**src/design/paxy_pkg.sv**
```systemverilog
// Package for the polar angle unit: widths, special angles and arctangent table.
`default_nettype none

package paxy_pkg;

  // default configuration
  localparam int unsigned ITERATIONS_DEF  = 16;
  localparam int unsigned COORD_WIDTH_DEF = 16;

  // fixed port and accumulator widths
  localparam int unsigned PORT_W  = 16;
  localparam int unsigned ANGLE_W = 16;
  localparam int unsigned ACC_W   = 32;
  localparam int unsigned TABLE_LEN = 32;

  typedef logic [ANGLE_W-1:0] angle_t;
  typedef logic [ACC_W-1:0]   acc_t;

  // binary angles, full turn = 2^ANGLE_W
  localparam angle_t ANGLE_ZERO    = 16'h0000;
  localparam angle_t ANGLE_QUARTER = 16'h4000;
  localparam angle_t ANGLE_HALF    = 16'h8000;
  localparam angle_t ANGLE_3QUART  = 16'hC000;

  localparam acc_t ACC_HALF_TURN = 32'h8000_0000;
  localparam acc_t ACC_ROUND     = 32'h0000_8000;

  // round(atan(2^-i) * 2^31 / pi)
  function automatic acc_t atan_entry(input logic [4:0] idx);
    acc_t r;
    case (idx)
      5'd0:  r = 32'h20000000;
      5'd1:  r = 32'h12E4051E;
      5'd2:  r = 32'h09FB385B;
      5'd3:  r = 32'h051111D4;
      5'd4:  r = 32'h028B0D43;
      5'd5:  r = 32'h0145D7E1;
      5'd6:  r = 32'h00A2F61E;
      5'd7:  r = 32'h00517C55;
      5'd8:  r = 32'h0028BE53;
      5'd9:  r = 32'h00145F2F;
      5'd10: r = 32'h000A2F98;
      5'd11: r = 32'h000517CC;
      5'd12: r = 32'h00028BE6;
      5'd13: r = 32'h000145F3;
      5'd14: r = 32'h0000A2FA;
      5'd15: r = 32'h0000517D;
      5'd16: r = 32'h000028BE;
      5'd17: r = 32'h0000145F;
      5'd18: r = 32'h00000A30;
      5'd19: r = 32'h00000518;
      5'd20: r = 32'h0000028C;
      5'd21: r = 32'h00000146;
      5'd22: r = 32'h000000A3;
      5'd23: r = 32'h00000051;
      5'd24: r = 32'h00000029;
      5'd25: r = 32'h00000014;
      5'd26: r = 32'h0000000A;
      5'd27: r = 32'h00000005;
      5'd28: r = 32'h00000003;
      5'd29: r = 32'h00000001;
      5'd30: r = 32'h00000001;
      default: r = 32'h00000000;
    endcase
    return r;
  endfunction

endpackage

`default_nettype wire

```
**src/design/polar_angle_from_xy_unit.sv**
```systemverilog
// Throughput: one point per clock while in_stall_o is low; one stage for quadrant
// fold, one per CORDIC micro-rotation, one for rounding, passed in that order.
// Stages with no valid beat fill in under a stall.
// Reset: rst_ni clears all stage valid bits; payload registers are not reset.
// Output register holds a beat under out_stall_i; beats behind it close up until full.
`default_nettype none

module polar_angle_from_xy_unit
  import paxy_pkg::*;
#(
  parameter int unsigned ITERATIONS  = ITERATIONS_DEF,
  parameter int unsigned COORD_WIDTH = COORD_WIDTH_DEF
) (
  input  wire logic              clk_i,
  input  wire logic              rst_ni,
  input  wire logic              in_valid_i,
  output logic                   in_stall_o,
  input  wire logic [PORT_W-1:0] x_coord_i,
  input  wire logic [PORT_W-1:0] y_coord_i,
  output logic                   out_valid_o,
  input  wire logic              out_stall_i,
  output logic [ANGLE_W-1:0]     angle_o,
  output logic                   origin_flag_o
);

  // datapath wide enough for negation of the most negative value and CORDIC gain
  localparam int unsigned DW   = COORD_WIDTH + 2;
  localparam int unsigned LAST = ITERATIONS;     // last CORDIC stage index
  localparam int unsigned OUTS = ITERATIONS + 1; // output stage index

  typedef logic signed [DW-1:0] coord_t;

  // per-stage valid and advance
  logic            v_q   [0:OUTS];
  logic            adv   [0:OUTS];

  // CORDIC stage payload
  coord_t          x_q   [0:LAST];
  coord_t          y_q   [0:LAST];
  acc_t            acc_q [0:LAST];
  logic            spec_q[0:LAST];
  angle_t          fix_q [0:LAST];
  logic            orig_q[0:LAST];

  // output register
  angle_t          angle_q;
  logic            origin_q;

  // advance chain: a stage moves when empty or when its successor moves
  assign adv[OUTS] = !v_q[OUTS] || !out_stall_i;
  for (genvar k = 0; k < OUTS; k++) begin : g_adv
    assign adv[k] = !v_q[k] || adv[k+1];
  end
  assign in_stall_o = !adv[0];

  // valid bits
  always_ff @(posedge clk_i or negedge rst_ni) begin
    if (!rst_ni) begin
      for (int k = 0; k <= OUTS; k++) v_q[k] <= 1'b0;
    end else begin
      if (adv[0]) v_q[0] <= in_valid_i;
      for (int k = 1; k <= OUTS; k++) begin
        if (adv[k]) v_q[k] <= v_q[k-1];
      end
    end
  end

  // input fold: sign-extend, detect axis cases, rotate left half plane by a half turn
  logic [ACC_W-1:0] xz, yz;
  coord_t           x_in, y_in;
  logic             x_zero, y_zero, x_neg, y_neg;
  angle_t           fix_d;

  assign xz    = ACC_W'(x_coord_i);
  assign yz    = ACC_W'(y_coord_i);
  assign x_in  = DW'($signed(xz[COORD_WIDTH-1:0]));
  assign y_in  = DW'($signed(yz[COORD_WIDTH-1:0]));
  assign x_zero = (x_in == '0);
  assign y_zero = (y_in == '0);
  assign x_neg  = x_in[DW-1];
  assign y_neg  = y_in[DW-1];

  always_comb begin
    fix_d = ANGLE_ZERO;
    if (x_zero && !y_zero) begin
      fix_d = y_neg ? ANGLE_3QUART : ANGLE_QUARTER;
    end else if (y_zero && x_neg) begin
      fix_d = ANGLE_HALF;
    end
  end

  always_ff @(posedge clk_i) begin
    if (adv[0] && in_valid_i) begin
      x_q[0]    <= x_neg ? -x_in : x_in;
      y_q[0]    <= x_neg ? -y_in : y_in;
      acc_q[0]  <= x_neg ? ACC_HALF_TURN : '0;
      spec_q[0] <= x_zero || y_zero;
      fix_q[0]  <= fix_d;
      orig_q[0] <= x_zero && y_zero;
    end
  end

  // one micro-rotation per stage, driving y toward zero
  for (genvar k = 0; k < ITERATIONS; k++) begin : g_iter
    coord_t xs, ys;
    acc_t   at;
    logic   y_pos;

    assign xs    = x_q[k] >>> k;
    assign ys    = y_q[k] >>> k;
    assign at    = atan_entry(5'(k));
    assign y_pos = !y_q[k][DW-1];

    always_ff @(posedge clk_i) begin
      if (adv[k+1] && v_q[k]) begin
        x_q[k+1]    <= y_pos ? x_q[k] + ys : x_q[k] - ys;
        y_q[k+1]    <= y_pos ? y_q[k] - xs : y_q[k] + xs;
        acc_q[k+1]  <= y_pos ? acc_q[k] + at : acc_q[k] - at;
        spec_q[k+1] <= spec_q[k];
        fix_q[k+1]  <= fix_q[k];
        orig_q[k+1] <= orig_q[k];
      end
    end
  end

  // round to output width, or take the fixed axis angle
  acc_t acc_rnd;
  assign acc_rnd = acc_q[LAST] + ACC_ROUND;

  always_ff @(posedge clk_i) begin
    if (adv[OUTS] && v_q[LAST]) begin
      angle_q  <= spec_q[LAST] ? fix_q[LAST] : acc_rnd[ACC_W-1 -: ANGLE_W];
      origin_q <= orig_q[LAST];
    end
  end

  assign out_valid_o   = v_q[OUTS];
  assign angle_o       = angle_q;
  assign origin_flag_o = origin_q;

endmodule

`default_nettype wire
```
**config.mk**
```make
export PLATFORM = sky130hd
export DESIGN_NAME = polar_angle_from_xy_unit
export DESIGN_NICKNAME = d
export VERILOG_FILES = /design/src/design/paxy_pkg.sv /design/src/design/polar_angle_from_xy_unit.sv
export SDC_FILE = /design/constraint.sdc
export NUM_CORES = 2
export LEC_CHECK = 0
export ABC_AREA = 1
export BUFFER_PORTS_ARGS = -buffer_cell sky130_fd_sc_hd__buf_2
export CAP_MARGIN = 10
export CORE_MARGIN = 3
export CORE_UTILIZATION = 50
export CTS_CLUSTER_DIAMETER = 60
export DETAILED_ROUTE_END_ITERATION = 6
export GPL_TIMING_DRIVEN = 0
export PLACE_DENSITY = 0.68
export SLEW_MARGIN = 40
export SYNTH_ARGS = -nofsm -noshare
export SYNTH_HDL_FRONTEND = slang
export SYNTH_SLANG_ARGS = --single-unit
```
**constraint.sdc**
```tcl
create_clock -name clk_i -period 4.1 [get_ports clk_i]
set_input_delay 0.615 -clock clk_i [delete_from_list [all_inputs] [get_ports clk_i]]
set_output_delay 0.615 -clock clk_i [all_outputs]
set_load 0.02 [all_outputs]
```
==> impl_metrics.env <==
export IMPL_outcome="finished, final reports clean"
export IMPL_overflow=0
export IMPL_hp_class="in -> reg"
export IMPL_grt_usage_pct=23.6
export IMPL_critPathKind="reg -> out"
export IMPL_initial_utilization_pct=50.5
export IMPL_drc=0
export IMPL_syn_inst=9724
export IMPL_wl_mm=209
export IMPL_ys_seq_area_share_pct=37.7
export IMPL_period_share_pct=95.4
export IMPL_dp_hpwl_mm=172
export IMPL_maxCapViolations=0
export IMPL_cp_start_kind="register"
export IMPL_crit_chain="nand3_2 -> nor2_4 -> nand4_4 -> nor2_4 -> nand4_4 -> nor2_4 -> nand4_4 -> nor2_4 -> nand4_2 -> inv_1 -> buf_2"
export IMPL_globalplace_congestion=0.955
export IMPL_crit_buf_inv=2
export IMPL_grt_pass1_wl_mm=333
export IMPL_worstMarginPinSlew_ps=803
export IMPL_drive_above_1_share_pct=4.72
export IMPL_critPathCaptureType="output pin"
export IMPL_synthToLayoutAreaGrowth_pct=10.2
export IMPL_synth_edf_count=1036
export IMPL_ys_warn_count=0
export IMPL_dr_total_vias=67400
export IMPL_drt_iter0_drc=4145
export IMPL_synth_top_cell_area_share_pct=37.1
export IMPL_min_period_ps=3910
export IMPL_die_x_um=415
export IMPL_viasPerCell=5.50
export IMPL_grt_pass1_vias=65500
export IMPL_syn_nets=10800
export IMPL_slew_headroom_pct=46.5
export IMPL_clock_latency_ps=790
export IMPL_antenna_cells=0
export IMPL_die_area_um2=172000
export IMPL_cp_top_family="simple AND/OR/NAND/NOR gates"
export IMPL_slowest_stage="dfrtp_1"
export IMPL_max_stage_delay_ps=540
export IMPL_die_height_um=415
export IMPL_postRouteAntennaNets=0
export IMPL_cts_tree="built"
export IMPL_critPathRequiredTime_ps=3480
export IMPL_grt_antenna_before_repair=0
export IMPL_path_common_cell="nor2_4"
export IMPL_slew_violations=0
export IMPL_syn_cell_area_um2=83800
export IMPL_fmaxAchievable_mhz=256
export IMPL_finalClockSkew_ps=34.1
export IMPL_crit_arrival_ps=3290
export IMPL_cts_clk_slew_worst_paths_ps=60
export IMPL_nNetsFinal=11000
export IMPL_setup_viol=0
export IMPL_cts_root_buf="clkbuf_16"
export IMPL_numCtsBuffers=135
export IMPL_cts_sink_count=1054
export IMPL_row_count=149
export IMPL_synthArstFlopShare_pct=1.71
export IMPL_final_cell_mix="nand2_1, inv_1, edfxtp_1"
export IMPL_synth_top_area_cell="edfxtp_1"
export IMPL_io_pins=55
export IMPL_wl_per_cell_um=17.0
export IMPL_final_common_cell="nand2_1"
export IMPL_synth_distinct_cells=67
export IMPL_cp_max_fo=5
export IMPL_first_pass_iters=6
export IMPL_syn_area_per_cell_um2=8.61
export IMPL_hold_viol_final=0
export IMPL_core_area_um2=166000
export IMPL_synth_seq_cells=1054
export IMPL_cts_path_max_buffers=3
export IMPL_synthFlopType="edfxtp_1"
export IMPL_port_buffers=54
export IMPL_htree_num_levels=4
export IMPL_finish_utilization_pct=55.7
export IMPL_synth_area_top_cells="edfxtp_1, ha_1, nand2_1"
export IMPL_grt_max_degree=42
==> flip-flops by register name, indices dropped and copies added (netlist names) <==
| name | count |
|---|---|
| y_q | 270 |
| acc_q | 425 |
| v_q | 17 |
| orig_q | 17 |
| angle_o | 16 |
| origin_flag_o | 1 |
| out_valid_o | 1 |
| x_q | 256 |
| fix_q | 34 |
| spec_q | 17 |
==> stage by stage <==
step / cells / setup TNS (ps) / cell area (um2) / setup slack (ps) / hold WS [ps]
final: 12300 / 0 / 92300 / 190 / 152
after global routing: 12300 / -11.2 / 92300 / -11.2 / 119
after CTS: 12300 / 0 / 92300 / 2.57 / 84.4
after detailed placement: 12000 / -1680 / 87700 / -281 / 405
after global placement: 12000 / -235040 / 86800 / -1170 / 400
after floorplan: 9724 / 0 / 83800 / 338 / 319
==> kinds of logic after synthesis <==
| family | Yosys count | share of synthesized area [%] |
|---|---|---|
| AO/OA/AOI/OAI | 2002 | 13.7 |
| buffers and inverters | 1183 | 5.33 |
| flip-flops | 1054 | 37.7 |
| adder cells (fa/ha/maj) | 992 | 15.2 |
| multiplexers | 2 | 0.0239 |
| other | 1 | 0.00448 |
| XOR/XNOR | 1031 | 10.8 |
| AND/OR/NAND/NOR | 3459 | 17.3 |
==> path summary, 6_finish.rpt <==
kind                       slack (ps)                endpoint                    start  cells past startpoint
max                               190              in_stall_o  out_valid_o$_DFFE_PN0P_                     11
min                               150     y_q[0][9]$_DFFE_PP_             y_coord_i[9]                      2
max reg2reg                       230    y_q[0][71]$_DFFE_PP_     x_q[0][38]$_DFFE_PP_                     15
min reg2reg                       410  fix_q[0][62]$_DFFE_PP_   fix_q[0][46]$_DFFE_PP_                      0
max in group asynchronous        3250      v_q[4]$_DFFE_PN0P_                   rst_ni                      2
min in group asynchronous         380     v_q[17]$_DFFE_PN0P_                   rst_ni                      2
==> area by class of cell <==
type	instances	area, um2
Fill cell	14800	73400
Multi-Input combinational cell	7487	47800
Sequential cell	1054	31600
Inverter	1119	4220
Clock buffer	151	3470
Tap cell	2189	2740
Timing Repair Buffer	111	1210
Clock inverter	93	1010
Buffer	63	284
==> repair_timing <==
item                                   CTS  global route
endpoints found under the hold margin   22             0
pin swaps                                0             0
resized for setup                        4             6
setup endpoints to repair               22            30
buffers inserted                         2             6
hold buffers                             5             0
==> layer usage <==
layer / wire (um) / share of wire, % / track usage, %
met5: 0 / 0 / 0
met4: 7860 / 3.8 / 9.06
met3: 7330 / 3.5 / 2.77
met2: 106000 / 51 / 43.2
met1: 87400 / 42 / 28.1
==> cells in the mapped netlist (all sizes together) (5+ instances only) <==
cell	n
a211oi	8
a21boi	64
a21o	71
a21oi	962
a221oi	25
a311oi	5
a31oi	67
a41oi	18
and2	7
and3	13
buf	21
clkbuf	43
clkinv	6
dfrtp	18
edfxtp	1036
fa	39
ha	953
inv	1113
nand2	1875
nand3	378
nand3b	9
nand4	120
nor2	778
nor3	194
nor4	66
o2111ai	9
o211ai	39
o21a	13
o21ai	554
o21bai	57
o221ai	10
o22ai	5
o31ai	78
or2	14
xnor2	273
xor2	758
Power is left out: the tool's default activity adds up to more than one toggle a clock period on the data nets, which glitch-free logic cannot reach.
